File: src/mrrc_pkg.sv
// Shared definitions for the Modbus RTU response checker: codes, register
// indexes, the result record and the CRC-16 byte update.
// No dependencies.
`default_nettype none

package mrrc_pkg;

    localparam logic [15:0] CRC_INIT = 16'hFFFF;
    localparam logic [15:0] CRC_POLY = 16'hA001;
    localparam logic [7:0]  EXC_FLAG = 8'h80;

    // Function codes carried by a response.
    localparam logic [7:0] FC_READ_HOLD    = 8'h03;
    localparam logic [7:0] FC_WRITE_SINGLE = 8'h06;
    localparam logic [7:0] FC_WRITE_MULTI  = 8'h10;

    // Expected response modes.
    localparam logic [1:0] MODE_READ_HOLD    = 2'd0;
    localparam logic [1:0] MODE_WRITE_SINGLE = 2'd1;
    localparam logic [1:0] MODE_WRITE_MULTI  = 2'd2;

    // Configuration register indexes.
    localparam logic [1:0] CFG_EXPECT_MODE       = 2'd0;
    localparam logic [1:0] CFG_EXPECTED_ADDRESS  = 2'd1;
    localparam logic [1:0] CFG_EXPECTED_QUANTITY = 2'd2;
    localparam logic [1:0] CFG_EXPECTED_REGISTER = 2'd3;
    localparam int unsigned CFG_INDEX_W = 2;
    localparam int unsigned CFG_DATA_W  = 16;

    // Verdict status codes.
    localparam logic [2:0] ST_OK        = 3'd0;
    localparam logic [2:0] ST_CRC       = 3'd1;
    localparam logic [2:0] ST_LENGTH    = 3'd2;
    localparam logic [2:0] ST_ADDRESS   = 3'd3;
    localparam logic [2:0] ST_EXCEPTION = 3'd4;
    localparam logic [2:0] ST_FUNCTION  = 3'd5;
    localparam logic [2:0] ST_DATA      = 3'd6;

    // Result kinds.
    localparam logic KIND_PAYLOAD = 1'b0;
    localparam logic KIND_VERDICT = 1'b1;

    // Frame byte counter saturates at this value.
    localparam logic [8:0] BYTES_SAT = 9'd511;

    // Register value that turns off the write-single register echo check.
    localparam logic [15:0] REG_CHECK_OFF = 16'hFFFF;

    typedef struct packed {
        logic        kind;
        logic [2:0]  status;
        logic [7:0]  payload_byte;
        logic [15:0] first_word;
        logic [15:0] second_word;
        logic [7:0]  data_len;
    } t_result;

    // One byte of the reflected CRC-16, eight shift steps.
    function automatic logic [15:0] crc16_byte(input logic [15:0] crc,
                                               input logic [7:0]  data);
        logic [15:0] c;
        c = crc ^ {8'h00, data};
        for (int i = 0; i < 8; i++) begin
            if (c[0]) begin
                c = (c >> 1) ^ CRC_POLY;
            end else begin
                c = c >> 1;
            end
        end
        return c;
    endfunction

endpackage

`default_nettype wire

File: src/mrrc_res_if.sv
// Result channel out of the Modbus RTU response checker.
// No dependencies.
`default_nettype none

interface mrrc_res_if;
    logic        valid;
    logic        ready;
    logic        kind;
    logic [2:0]  status;
    logic [7:0]  payload_byte;
    logic [15:0] first_word;
    logic [15:0] second_word;
    logic [7:0]  data_len;

    modport source (output valid, output kind, output status, output payload_byte,
                    output first_word, output second_word, output data_len,
                    input ready);
    modport sink   (input valid, input kind, input status, input payload_byte,
                    input first_word, input second_word, input data_len,
                    output ready);
endinterface

`default_nettype wire

File: src/mrrc_out_buf.sv
// Two-entry output buffer (result register plus skid entry) for checker results.
// Depends on mrrc_pkg and mrrc_res_if.
`default_nettype none

module mrrc_out_buf (
    input  wire logic             i_clk,
    input  wire logic             i_rst_n,
    input  wire logic             i_push,
    input  wire mrrc_pkg::t_result i_data,
    output logic                  o_ready,
    mrrc_res_if.source            o_res
);
    import mrrc_pkg::*;

    logic    r_main_valid, n_main_valid;
    logic    r_skid_valid, n_skid_valid;
    t_result r_main, n_main;
    t_result r_skid, n_skid;
    logic    pop;

    assign pop     = r_main_valid & o_res.ready;
    assign o_ready = ~r_skid_valid;

    always_comb begin
        n_main_valid = r_main_valid;
        n_skid_valid = r_skid_valid;
        n_main       = r_main;
        n_skid       = r_skid;
        if (pop) begin
            n_main_valid = r_skid_valid;
            n_main       = r_skid;
            n_skid_valid = 1'b0;
        end
        if (i_push) begin
            if (!n_main_valid) begin
                n_main_valid = 1'b1;
                n_main       = i_data;
            end else begin
                n_skid_valid = 1'b1;
                n_skid       = i_data;
            end
        end
    end

    always_ff @(posedge i_clk) begin
        if (!i_rst_n) begin
            r_main_valid <= 1'b0;
            r_skid_valid <= 1'b0;
        end else begin
            r_main_valid <= n_main_valid;
            r_skid_valid <= n_skid_valid;
        end
    end

    always_ff @(posedge i_clk) begin
        r_main <= n_main;
        r_skid <= n_skid;
    end

    assign o_res.valid        = r_main_valid;
    assign o_res.kind         = r_main.kind;
    assign o_res.status       = r_main.status;
    assign o_res.payload_byte = r_main.payload_byte;
    assign o_res.first_word   = r_main.first_word;
    assign o_res.second_word  = r_main.second_word;
    assign o_res.data_len     = r_main.data_len;

endmodule

`default_nettype wire

File: src/flat_wrapper.sv
// flat-port wrapper written by rule: the top's interface ports become plain ports
module mrrc_out_buf_flat import mrrc_pkg::*;
  (i_clk, i_rst_n, i_push, i_data, o_ready, o_res_valid, o_res_kind, o_res_status, o_res_payload_byte, o_res_first_word, o_res_second_word, o_res_data_len, o_res_ready);
  mrrc_res_if o_res_i ();
  input  wire logic i_clk;
  input  wire logic i_rst_n;
  input  wire logic i_push;
  input  wire mrrc_pkg::t_result i_data;
  output logic o_ready;
  output wire logic [$bits(o_res_i.valid)-1:0] o_res_valid;
  output wire logic [$bits(o_res_i.kind)-1:0] o_res_kind;
  output wire logic [$bits(o_res_i.status)-1:0] o_res_status;
  output wire logic [$bits(o_res_i.payload_byte)-1:0] o_res_payload_byte;
  output wire logic [$bits(o_res_i.first_word)-1:0] o_res_first_word;
  output wire logic [$bits(o_res_i.second_word)-1:0] o_res_second_word;
  output wire logic [$bits(o_res_i.data_len)-1:0] o_res_data_len;
  input wire logic [$bits(o_res_i.ready)-1:0] o_res_ready;
  assign o_res_valid = o_res_i.valid;
  assign o_res_kind = o_res_i.kind;
  assign o_res_status = o_res_i.status;
  assign o_res_payload_byte = o_res_i.payload_byte;
  assign o_res_first_word = o_res_i.first_word;
  assign o_res_second_word = o_res_i.second_word;
  assign o_res_data_len = o_res_i.data_len;
  assign o_res_i.ready = o_res_ready;
  mrrc_out_buf u_core (.i_clk(i_clk), .i_rst_n(i_rst_n), .i_push(i_push), .i_data(i_data), .o_ready(o_ready), .o_res(o_res_i));
endmodule
File: config.mk
export PLATFORM = sky130hd
export DESIGN_NAME = mrrc_out_buf_flat
export DESIGN_NICKNAME = d
export VERILOG_FILES = /design/src/mrrc_pkg.sv /design/src/mrrc_res_if.sv /design/src/mrrc_out_buf.sv /design/src/flat_wrapper.sv
export SDC_FILE = /design/constraint.sdc
export NUM_CORES = 1
export LEC_CHECK = 0
export BUFFER_PORTS_ARGS = -buffer_cell sky130_fd_sc_hd__clkbuf_2
export CAP_MARGIN = 25
export CORE_UTILIZATION = 56
export DETAILED_ROUTE_END_ITERATION = 10
export PLACE_DENSITY = 0.82
export SLEW_MARGIN = 10
export SYNTH_ARGS = -nofsm -noshare
export SYNTH_HDL_FRONTEND = slang
export SYNTH_SLANG_ARGS = --single-unit
File: constraint.sdc
create_clock -name i_clk -period 4.7 [get_ports i_clk]
set_input_delay 0.94 -clock i_clk [delete_from_list [all_inputs] [get_ports i_clk]]
set_output_delay 0.94 -clock i_clk [all_outputs]
set_load 0.02 [all_outputs]
==> impl_metrics.py <==
metrics = {
    "routing": {
        "topRoutingLayerUsed": "met4",
        "first_pass_iters": 4,
        "totalWireLength_um": 6600,
        "drt_iter0_markers": 60,
        "dr_wl_met3_um": 321,
        "post-route-drc-count": 0,
        "routed_via_density": 4.95,
        "antenna_left": 0,
        "drt-met1-wl_um": 3010,
        "detail_route.wl_per_cell_um": 14.8,
        "met2WireLength_um": 3140,
        "routed-via-count": 2214,
    },
    "worst_setup_path": {
        "r2r-end": "u_core.r_skid[24]",
        "r2r_slack_ns": 2.65,
        "rr_startpoint": "u_core.r_skid_valid",
        "setup.worst_path.start_class": "input pin",
        "rr_worst_depth": 3,
        "worstPathCellList": "clkbuf_2, nand2b_1, and3_2, buf_4",
        "critical_path.max_fanout": 37,
        "worst_setup_path_startpoint": "o_res_ready",
        "timing.critical_path.slowest_cell_delay_ns": 0.80,
        "worst-setup-path-type": "in2reg",
        "worstPathBufferInverterCount": 2,
        "crit_required_ns": 4.74,
        "critPathTopFamily": "simple AND/OR/NAND/NOR gates",
        "timing.critical_path.slowest_stage_cell": "and3_2",
        "critical_path_arrival_ns": 2.39,
        "crit_path_end_kind": "register",
    },
    "cts": {
        "clk-insertion-delay-late_ns": 0.35,
        "cts_htree_levels": 3,
        "cts_hold_buffers": 0,
        "clk_path_buf_depth": 2,
        "clkSlewWorstSetupHoldPaths_ns": 0.09,
        "cts_root_buffer": "clkbuf_8",
        "number_of_buffers_added_by_the_clock_tree_synthesis_step": 9,
        "tritoncts": "yes",
        "post_cts.repair.setup_buffers": 0,
        "resized_cells_post_cts": 0,
        "tritoncts_num_sinks": 106,
    },
    "synthesis": {
        "synth.cells.most_frequent": "dfxtp_1, mux2_2, edfxtp_1",
        "synthArstFlopShare_pct": 0,
        "synthTopCellsByArea": "edfxtp_1, dfxtp_1, mux2_4",
        "post_synth_inst_count": 232,
        "synth_edf_count": 52,
        "yosys.area.top_type": "edfxtp_1",
        "synth_top_area_share_pct": 37.2,
        "yosysWarnings": 0,
        "synth.net_count": 288,
        "yosys_most_used_dff": "dfxtp_1",
        "yosys_register_bits": 106,
        "synth_sequential_area_ratio_pct": 63.0,
        "ys_types": 15,
        "synthesis.area_per_instance_um2": 18.1,
        "post_synth_instance_area_um2": 4200,
    },
    "flow_run": {
        "cap_viol_max_count": 0,
    },
    "sta": {
        "setup_tns_ns": 0,
        "rsz0062_at_grt": "no",
        "finalCritPeriodShare_pct": 49.9,
        "timing.final.hold_violations": 0,
        "timing.final.crit_period_ns": 2.34,
        "worst_slew_pin_slew_ns": 0.883,
        "slew_viols_final": 0,
        "fmax_mhz": 427,
        "clock_skew_ns": 0.00910,
        "final_setup_vio_count": 0,
        "final.hold.worst_slack_ns": 0.513,
        "slew_headroom_pct": 41.2,
    },
    "power_and_ir_drop": {
        "power_density_over_cell_area_nw_per_um2": 404,
        "total_leakage_power_nw": 2.17,
        "power.ir.vdd_worst_mv": 0.180,
        "report.power.total_mw": 2.01,
    },
    "layout": {
        "finish.net_count": 399,
        "layout-drive-gt1-share_pct": 66.7,
        "insertedDiodeCount": 0,
        "finish.instance_area_um2": 4960,
        "synthToLayoutAreaGrowth_pct": 18.3,
    },
    "global_routing": {
        "globalRoute.totalOverflow": 0,
        "grt_start_max_net_pins": 54,
        "via_count_of_the_first_global_routing_pass": 2157,
        "grt_pass1_wl_um": 10100,
        "antenna_found_initial": 0,
        "gr-usage-all-layers_pct": 17.3,
    },
    "die": {
        "die_y_um": 88.6,
        "core_um2": 7250,
        "fp-row-count": 31,
        "design.portCount": 110,
        "die-width_um": 88.6,
        "start_util_pct": 57.9,
        "floorplan.die_area_um2": 7840,
    },
    "min_path": {
        "min_path_cells": 2,
        "min-delay-path-class": "reg2reg",
        "timing.hold.worst_endpoint": "u_core.r_skid_valid",
        "min_from": "u_core.r_skid_valid",
    },
    "placement": {
        "portBuffers": 109,
        "place_area_um2": 4780,
        "gp_routability_congestion": 0.686,
        "detailedPlacementHpwl_um": 4440,
    },
    "outcome": {
        "status": "completed",
    },
}
final cells by class:
type	instances	area, um2
Sequential cell	106	2640
Fill cell	521	2290
Multi-Input combinational cell	114	1430
Timing Repair Buffer	111	573
Clock buffer	11	131
Tap cell	99	124
Clock inverter	5	55.1
Inverter	1	3.75
state kept, by name (all words and copies together) (netlist names):
register	cells
u_core.o_res.status	3
u_core.o_res.first_word	16
u_core.r_skid_valid	1
u_core.o_res.kind	1
u_core.o_res.data_len	8
u_core.r_skid	52
u_core.o_res.payload_byte	8
u_core.o_res.second_word	16
u_core.o_res.valid	1
cells by family (layout without fill, tap and decap cells):
kind of cell	count (synthesis)	in the layout	share of synthesized area (%)
AOI/OAI and AO/OA	4	4	0.656
and+or+nand+nor	6	6	0.954
buffers and inverters	12	128	3.04
muxes	104	104	32.4
DFF	106	106	63.0
power breakdown:
part	switching, mW	total, mW	internal, mW
logic	0.185	0.392	0.206
clock network	0.286	0.531	0.245
registers	0.0352	1.08	1.05
how the worst max path moves through the flow:
| stage | to | slack, ns | depth (start not counted) |
|---|---|---|---|
| after floorplan | u_core.r_skid[0] | 1.96 | 2 |
| after global placement | u_core.r_skid[39] | 1.99 | 4 |
| after detailed placement | u_core.r_skid[39] | 1.95 | 4 |
| after CTS | u_core.r_skid[24] | 2.33 | 4 |
| after global routing | u_core.r_skid[31] | 2.23 | 4 |
| final | u_core.r_skid[24] | 2.36 | 4 |
cell usage in the layout (no fill, tap or decap), types with 2 or more instances in the layout:
master,n
clkbuf_2,109
mux2_2,54
dfxtp_1,54
edfxtp_1,52
mux2_4,50
clkbuf_8,9
nor2b_1,2
clkinvlp_4,2
clkinv_2,2
clkbuf_1,2
metal layers:
metal  global-route usage (%)  vias up
met5                        0        -
met4                     7.04        0
met3                     5.22       10
met2                     27.6       68
met1                     22.2     1055
li1                         -     1081
worst min-delay path: stages (launching register included):
cell and delay [ns]:
dfxtp_1 0.34, nand2_1 0.06, a21boi_0 0.07
metrics by stage:
| stage | setup slack [ns] | cells | util (%) |
|---|---|---|---|
| floorplan | 1.96 | 232 | - |
| global placement | 1.99 | 430 | 65.6 |
| detailed placement | 1.95 | 431 | 65.9 |
| CTS | 2.33 | 447 | 68.4 |
| global route | 2.23 | 447 | 68.4 |
| finish | 2.36 | 447 | 68.4 |
(Power assumes the default switching activity.)
